<file path="src/hw/rtl/vnf_pkg.sv">
// ============================================================================
// vnf_pkg
// Shared constants, types and register codes for the value-noise fBM block.
// ============================================================================
package vnf_pkg;

  // texture and lattice geometry
  localparam int TEX_BITS  = 8;                    // TEX_SIZE = 256
  localparam int PIX_W     = 8;
  localparam int OCT_CNT   = 4;
  localparam int BWRAP_W   = 5;
  localparam int WRAP_W    = BWRAP_W + OCT_CNT - 1;
  localparam int PXS_W     = PIX_W + WRAP_W;
  localparam int Q16_W     = 16;
  localparam int FRAC_PAD  = Q16_W - TEX_BITS;

  // corner hash multipliers
  localparam logic [31:0] HASH_KX = 32'd374761393;
  localparam logic [31:0] HASH_KY = 32'd668265263;
  localparam logic [31:0] HASH_KS = 32'd1013904223;
  localparam logic [31:0] HASH_KM = 32'd1274126177;

  // smoothstep: 3.0 in Q2.16
  localparam logic [17:0] SMOOTH_K3 = 18'd196608;

  // normalization: floor(T*255 / DENOM), DENOM = 2*65535*(2^OCT_CNT - 1)
  localparam int          SUM_W     = Q16_W + OCT_CNT + 1;
  localparam int          PRD_W     = SUM_W + 8;
  localparam longint      DENOM     = 64'd2 * 64'd65535 * ((64'd1 << OCT_CNT) - 64'd1);
  localparam int          RCP_SHIFT = 40;
  localparam longint      RECIP     = (64'd1 << RCP_SHIFT) / DENOM;
  localparam int          RCP_W     = $clog2(RECIP + 1);
  localparam int          DEN_W     = $clog2(DENOM + 1);
  localparam int          EST_W     = 9;

  localparam logic [31:0] SEED_RST  = 32'd4242;
  localparam logic [BWRAP_W-1:0] BWRAP_RST = BWRAP_W'(4);

  // configuration register index
  typedef enum logic [0:0] {
    CFG_NOISE_SEED = 1'b0,
    CFG_BASE_WRAP  = 1'b1
  } cfg_idx_t;

  typedef logic [Q16_W-1:0] q16_t;
  typedef q16_t [OCT_CNT-1:0] oct_vec_t;

endpackage

</file>
<file path="src/hw/rtl/vnf_norm.sv">
// ============================================================================
// vnf_norm
// Octave sum, scale by 255 / (sum of weights times 65535) via reciprocal, clamp.
// Three register stages ending in the output register.
// ============================================================================
module vnf_norm (
  input  logic                 clk,
  input  logic                 rst_n,
  input  logic                 vld_i,
  input  vnf_pkg::oct_vec_t    n_i,
  output logic                 out_valid,
  output logic [7:0]           out_noise_value
);

  // stage 1: weighted sum times 255
  logic [vnf_pkg::SUM_W-1:0] tot;
  logic [vnf_pkg::PRD_W-1:0] q_r;
  logic                      v1_r;

  always_comb begin
    tot = '0;
    for (int i = 0; i < vnf_pkg::OCT_CNT; i++) begin
      tot = tot + (vnf_pkg::SUM_W'(n_i[i]) << (vnf_pkg::OCT_CNT - i));
    end
  end

  always_ff @(posedge clk) begin
    q_r <= vnf_pkg::PRD_W'(tot) * vnf_pkg::PRD_W'(255);
  end

  // stage 2: reciprocal estimate, equal to quotient or one below
  localparam int RP_W = vnf_pkg::PRD_W + vnf_pkg::RCP_W;
  logic [RP_W-1:0]            rp;
  logic [vnf_pkg::EST_W-1:0]  est_r;
  logic [vnf_pkg::PRD_W-1:0]  q2_r;
  logic                       v2_r;

  assign rp = RP_W'(q_r) * RP_W'(vnf_pkg::RECIP);

  always_ff @(posedge clk) begin
    est_r <= vnf_pkg::EST_W'(rp >> vnf_pkg::RCP_SHIFT);
    q2_r  <= q_r;
  end

  // stage 3: remainder check, clamp
  logic [vnf_pkg::PRD_W-1:0]  rem;
  logic [vnf_pkg::EST_W-1:0]  quo;
  logic [7:0]                 val_nxt;
  logic [7:0]                 val_r;
  logic                       v3_r;

  always_comb begin
    rem = q2_r - vnf_pkg::PRD_W'(vnf_pkg::PRD_W'(est_r) * vnf_pkg::PRD_W'(vnf_pkg::DENOM));
    quo = (rem >= vnf_pkg::PRD_W'(vnf_pkg::DENOM)) ? est_r + 1'b1 : est_r;
    val_nxt = (quo > vnf_pkg::EST_W'(255)) ? 8'hff : quo[7:0];
  end

  always_ff @(posedge clk) begin
    val_r <= val_nxt;
  end

  always_ff @(posedge clk) begin
    if (!rst_n) begin
      v1_r <= 1'b0;
      v2_r <= 1'b0;
      v3_r <= 1'b0;
    end else begin
      v1_r <= vld_i;
      v2_r <= v1_r;
      v3_r <= v2_r;
    end
  end

  assign out_valid       = v3_r;
  assign out_noise_value = val_r;

`ifndef NO_ASSERTIONS
  a_vld_lat: assert property (@(posedge clk) disable iff (!rst_n)
    vld_i |-> ##3 out_valid) else $error("result strobe lost");
  a_no_spur: assert property (@(posedge clk) disable iff (!rst_n)
    !vld_i |-> ##3 !out_valid) else $error("spurious result strobe");
  a_est_rng: assert property (@(posedge clk) disable iff (!rst_n)
    v2_r |-> est_r <= vnf_pkg::EST_W'(255)) else $error("reciprocal estimate too high");
  a_rst_clr: assert property (@(posedge clk)
    !rst_n |=> !out_valid) else $error("strobe after reset");
`endif

endmodule

</file>
<file path="config.mk">
export PLATFORM = sky130hd
export DESIGN_NAME = vnf_norm
export DESIGN_NICKNAME = d
export VERILOG_FILES = /design/src/hw/rtl/vnf_pkg.sv /design/src/hw/rtl/vnf_norm.sv
export SDC_FILE = /design/constraint.sdc
export NUM_CORES = 1
export LEC_CHECK = 0
export BUFFER_PORTS_ARGS = -buffer_cell sky130_fd_sc_hd__buf_2
export CAP_MARGIN = 0
export CORE_MARGIN = 2
export CORE_UTILIZATION = 55
export CTS_BUF_LIST = sky130_fd_sc_hd__clkbuf_2 sky130_fd_sc_hd__clkbuf_4 sky130_fd_sc_hd__clkbuf_8
export CTS_CLUSTER_SIZE = 14
export DETAILED_ROUTE_END_ITERATION = 10
export HOLD_SLACK_MARGIN = 0.1
export PLACE_DENSITY_LB_ADDON = 0.3
export RECOVER_POWER = 100
export SYNTH_ARGS = -nofsm -noshare
export SYNTH_HDL_FRONTEND = slang
export SYNTH_SLANG_ARGS = --single-unit
</file>
<file path="constraint.sdc">
create_clock -name clk -period 24 [get_ports clk]
set_input_delay 2.4 -clock clk [delete_from_list [all_inputs] [get_ports clk]]
set_output_delay 2.4 -clock clk [all_outputs]
set_load 0.1 [all_outputs]
</file>
==> flow_metrics.py, run 1 <==
metrics = {
    "routing": {
        "routed_via_density": 5.29,
        "drc": 0,
        "drtIter0Drc": 520,
        "ant_nets": 0,
        "firstDrtPassIters": 5,
        "drt-total-wl_um": 30400,
        "vias": 11200,
        "wire_per_inst_um": 14.4,
    },
    "synthesis": {
        "yosysTopAreaCell": "fa_1",
        "netlist_top_cells_area": "fa_1 31%, ha_1 25%, inv_1 10%, dfxtp_1 9.7%, xnor2_1 2.7%",
        "netlist_instances": 1641,
        "synth_common_cells": "416 x inv_1, 310 x ha_1, 242 x fa_1",
        "avgSynthCellArea_um2": 9.53,
        "synth_nets": 2260,
        "ys_types": 75,
        "synth_top_area_frac": 0.310,
        "synth_flop_cell": "dfxtp_1",
        "synth_seq_cells": 76,
        "yosysWarnings": 0,
        "synth_edf_count": 0,
        "synth.most_common_cell": "inv_1",
        "synth_area_um2": 15600,
        "synth.yosys.seq_area_share": 0.0973,
        "synthArstFlopShare": 0,
    },
    "flow_run": {
        "maxCapViolations": 0,
    },
    "floorplanning": {
        "die_y_um": 173,
        "rows": 61,
        "core-area_um2": 27900,
        "initial_core_util": 0.561,
        "die_width_um": 173,
        "die_area_um2": 29800,
        "io_pins": 76,
    },
    "critical_path": {
        "cp-start-kind": "input port",
        "worstPathMaxFanout": 5,
        "cp.required_ns": 24.25,
        "worstSetupPathType": "input port to register",
        "worstPathArrival_ns": 10.31,
        "worstSetupEndpointType": "register",
    },
    "run_status": {
        "status": "finished clean",
    },
    "timing": {
        "setup_viol": 0,
        "relSlewSlack": 0.223,
        "worst_hold_slack_ns": 0.395,
        "setup_tns_ns": 0,
        "final_max_slew_viol_count": 0,
        "post-route-period-util": 0.419,
        "hold_viol_final": 0,
        "skew_ns": 0.00912,
        "clock.fmax_mhz": 99.4,
        "tightest_slew_ns": 1.17,
        "finalCriticalPeriod_ns": 10.06,
        "rsz0062_at_grt": "false",
    },
    "clock_network": {
        "cts_resized": 0,
        "clk_path_buf_depth": 2,
        "clk_pin_slew_ns": 0.10,
        "cts_hold_buffers": 0,
        "cts_root_buf": "clkbuf_8",
        "cts_setup_buffers": 0,
        "cts_buffers": 9,
        "worst_skew_pair.late_latency_ns": 0.39,
        "cts.sinks": 76,
        "cts_max_level": 3,
        "cts_tree": "done",
    },
    "grt": {
        "antenna_found_initial": 0,
        "grt_max_degree": 19,
        "grt_overflow": 0,
        "grt_util_all_layers": 0.221,
        "grt_pass1_vias": 11700,
        "grt_pass1_wl_um": 54200,
    },
    "place": {
        "dp_hpwl_um": 27200,
        "portBuffers": 75,
        "placed_cell_area_um2": 16500,
        "gp_congestion": 0.899,
    },
    "cells_and_area": {
        "antenna_cells": 0,
        "fin_util": 0.597,
        "fin_nets": 2342,
        "area_growth_pct": 6.33,
        "drive_above_1_share": 0.0584,
        "final_cell_area_um2": 16600,
    },
    "min_path": {
        "worstHoldPathType": "register to register",
    },
}
[metrics by stage]
| stage | cells | setup slack, ns |
|---|---|---|
| finish | 2106 | 13.94 |
| detailed placement | 2090 | 13.50 |
| CTS | 2106 | 13.92 |
| global placement | 2090 | 13.79 |
| global route | 2106 | 13.30 |
| floorplan | 1641 | 14.27 |
[layer usage]
metal  global-route usage  wire [µm]  up-vias
met2                0.380      15000      192
met4               0.0556        512        0
met5                    0          0        -
met1                0.297      13800     5424
li1                     -          -     5499
met3               0.0251       1120       36
[worst max-delay path, cell delays in order]
cell and delay [ns]:
clkbuf_1 0.09, fa_1 0.56, fa_1 0.42, ha_1 0.24, fa_1 0.40, a21o_1 0.18
a21oi_1 0.22, o21bai_1 0.12, a21oi_1 0.22, o21bai_1 0.08, a21oi_1 0.22, o21bai_1 0.11
a2111o_1 0.46, a31o_2 0.25, a21o_1 0.20, xor2_1 0.37, fa_1 0.56, fa_1 0.54
fa_1 0.52, fa_1 0.49, ha_1 0.26, nor4_1 0.28, a21oi_1 0.07, a21oi_1 0.21
a211oi_1 0.11, o41ai_1 0.54, o211ai_1 0.18
[cell usage in the layout, fill, tap and decap left out, drive strengths merged, types with 15 or more instances in the layout]
cell	instances
o21ai	44
inv	419
nor2	63
dfxtp	76
nand3	23
xor2	32
fa	242
ha	310
and3	15
clkbuf	23
nor3	22
a21oi	72
a21o	44
xnor2	49
nand2	49
buf	62
[cell families after synthesis]
| group | Yosys count | synth area share |
|---|---|---|
| adder cells (fa/ha/maj) | 552 | 0.558 |
| buffers and inverters | 421 | 0.101 |
| AO/OA/AOI/OAI | 264 | 0.114 |
| AND/OR/NAND/NOR | 239 | 0.0774 |
| XOR/XNOR | 82 | 0.0473 |
| flip-flops | 76 | 0.0973 |
| multiplexers | 7 | 0.00480 |
[flip-flops by register name, indices dropped and copies added (netlist names)]
signal / cells
q2_r: 28
v2_r: 1
out_valid: 1
q_r: 28
est_r: 9
out_noise_value: 8
v1_r: 1
[layout make-up]
cell class | instances | area (µm²)
Inverter | 416 | 1560
Tap cell | 378 | 473
Fill cell | 2419 | 11200
Clock inverter | 7 | 68.8
Sequential cell | 76 | 1520
Timing Repair Buffer | 76 | 365
Multi-Input combinational cell | 1144 | 12500
Clock buffer | 9 | 124
[final timing paths]
check            from            endpoint  slack (ns)  depth (start not counted)
min reg2reg    q_r[1]             q2_r[1]        0.40                          0
min            q_r[1]             q2_r[1]        0.40                          0
max            n_i[0]             q_r[28]       13.94                         27
max reg2reg  est_r[0]  out_noise_value[1]       15.55                         29
Power of run 1 is not shown: default switching activity piles up to over one toggle a cycle in this logic, so the estimate is an artifact.
==> run 2, diff against run 1 <==
==> constraint.sdc (replaced) <==
create_clock -name clk -period 8.7 [get_ports clk]
set_input_delay 0.87 -clock clk [delete_from_list [all_inputs] [get_ports clk]]
set_output_delay 0.87 -clock clk [all_outputs]
set_load 0.1 [all_outputs]
==> flow_metrics.py, run 2 (synthesis results as in run 1) <==
metrics = {
    "timing": {
        "clock.fmax_mhz": 122,
        "hold_viol_final": 0,
        "tightest_slew_ns": 1.17,
        "rsz0062_at_grt": "false",
        "final_max_slew_viol_count": 0,
        "relSlewSlack": 0.222,
        "setup_viol": 0,
        "skew_ns": 0.0169,
        "finalCriticalPeriod_ns": 8.22,
        "post-route-period-util": 0.945,
    },
    "min_path": {
        "worstHoldPathType": "register to register",
        "holdPathStages": 0,
    },
    "flow_run": {
        "maxCapViolations": 0,
    },
    "routing": {
        "firstDrtPassIters": 4,
        "drtIter0Drc": 560,
        "routed_via_density": 5.31,
        "drt-total-wl_um": 31000,
        "drc": 0,
        "ant_nets": 0,
        "wire_per_inst_um": 14.7,
        "vias": 11200,
    },
    "cells_and_area": {
        "final_common_cell": "inv_1",
        "reg_top3": "q2_r (28), q_r (28), est_r (9)",
        "area_growth_pct": 7.08,
        "drive_above_1_share": 0.0668,
        "final_cell_mix": "416 x inv_1, 310 x ha_1, 240 x fa_1, 76 x dfxtp_1, 71 x a21oi_1",
        "fin_util": 0.601,
        "fin_nets": 2350,
        "antenna_cells": 0,
    },
    "critical_path": {
        "crit_family": "adder cells",
        "r2r_cells": 29,
        "worstSetupEndpointType": "register",
        "cp.required_ns": 8.98,
        "worstSetupPathType": "register to register",
        "worstPathMaxFanout": 9,
        "worstPathArrival_ns": 8.50,
        "cp.depth": 29,
        "slowest_delay_ns": 0.73,
        "critPathSlowestCell": "fa_2",
        "cp-start-kind": "register",
        "cp_common_cell": "inv_1",
        "cp_num_buf_inv": 4,
    },
    "clock_network": {
        "cts_root_buf": "clkbuf_8",
        "cts_buffers": 9,
        "clk_pin_slew_ns": 0.09,
        "cts_tree": "done",
        "cts_max_level": 3,
        "worst_skew_pair.late_latency_ns": 0.38,
        "cts_setup_buffers": 0,
        "clk_path_buf_depth": 2,
        "cts.sinks": 76,
    },
    "floorplanning": {
        "io_pins": 76,
        "die_y_um": 173,
        "initial_core_util": 0.561,
        "rows": 61,
        "die_area_um2": 29800,
        "die_width_um": 173,
        "core-area_um2": 27900,
    },
    "place": {
        "gp_congestion": 0.918,
        "dp_hpwl_um": 27600,
        "portBuffers": 75,
    },
    "grt": {
        "grt_pass1_wl_um": 54300,
        "grt_max_degree": 18,
        "grt_pass1_vias": 12000,
        "grt_util_all_layers": 0.220,
        "grt_overflow": 0,
        "antenna_found_initial": 0,
    },
    "run_status": {
        "status": "finished clean",
    },
}
[run 2: cell types whose count changed in the layout (fill, tap and decap cells not counted), sizes merged]
cell      delta
buf          +7
bufinv       +1
clkbuf       +3
clkinv       -1
clkinvlp     +1
inv          -3
[run 2: final cells by class]
class	instances	area [µm²]
multi-input cells	1144	12600
fillers	2404	11100
inverters	416	1560
flip-flops and latches	76	1520
well taps	378	473
repair buffers	84	422
clock buffers	11	145
clock inverters	5	61.3
[run 2: worst reg2reg max path, delay by kind of cell, from the launching register on]
kind / cells / cell delay, ns
fa+ha+maj: 6 / 3.07
compound gates: 11 / 2.26
simple gates: 6 / 1.54
flops: 1 / 0.51
xor+xnor: 2 / 0.42
buf+inv: 4 / 0.34
[run 2: what timing repair did]
action / 4_1_cts / 5_1_grt
endpoints found under the setup margin: 0 / 5
hold buffers: 0 / 0
resized for setup: 0 / 7
[run 2: path summary, 6_finish.rpt]
kind	from	endpoint	slack (ns)
setup reg to reg	est_r[1]	out_noise_value[1]	0.48
hold reg to reg	q_r[3]	q2_r[3]	0.39
hold / removal	q_r[3]	q2_r[3]	0.39
setup / recovery	est_r[1]	out_noise_value[1]	0.48
[run 2: per-layer routing]
metal	vias up	wire length [µm]	share of wire	global-route usage
li1	5521	-	-	-
met1	5463	13600	0.44	0.283
met2	188	15600	0.50	0.391
met3	44	1060	0.034	0.0257
met4	0	714	0.023	0.0652
met5	-	0	0	0
[run 2: through the flow]
stage          TNS, ns  area [µm²]  instances  worst slack, ns  hold slack (ns)
2_1_floorplan        0       15600       1641            0.504            0.359
4_1_cts              0       16700       2114            0.238            0.391
3_5_place_dp    -0.239       16500       2098           -0.138            0.387
5_1_grt              0       16700       2114          0.00800            0.407
3_3_place_gp         0       16500       2098            0.141            0.384
6_report             0       16700       2114            0.482            0.395
Power of run 2 is left out for the same reason.
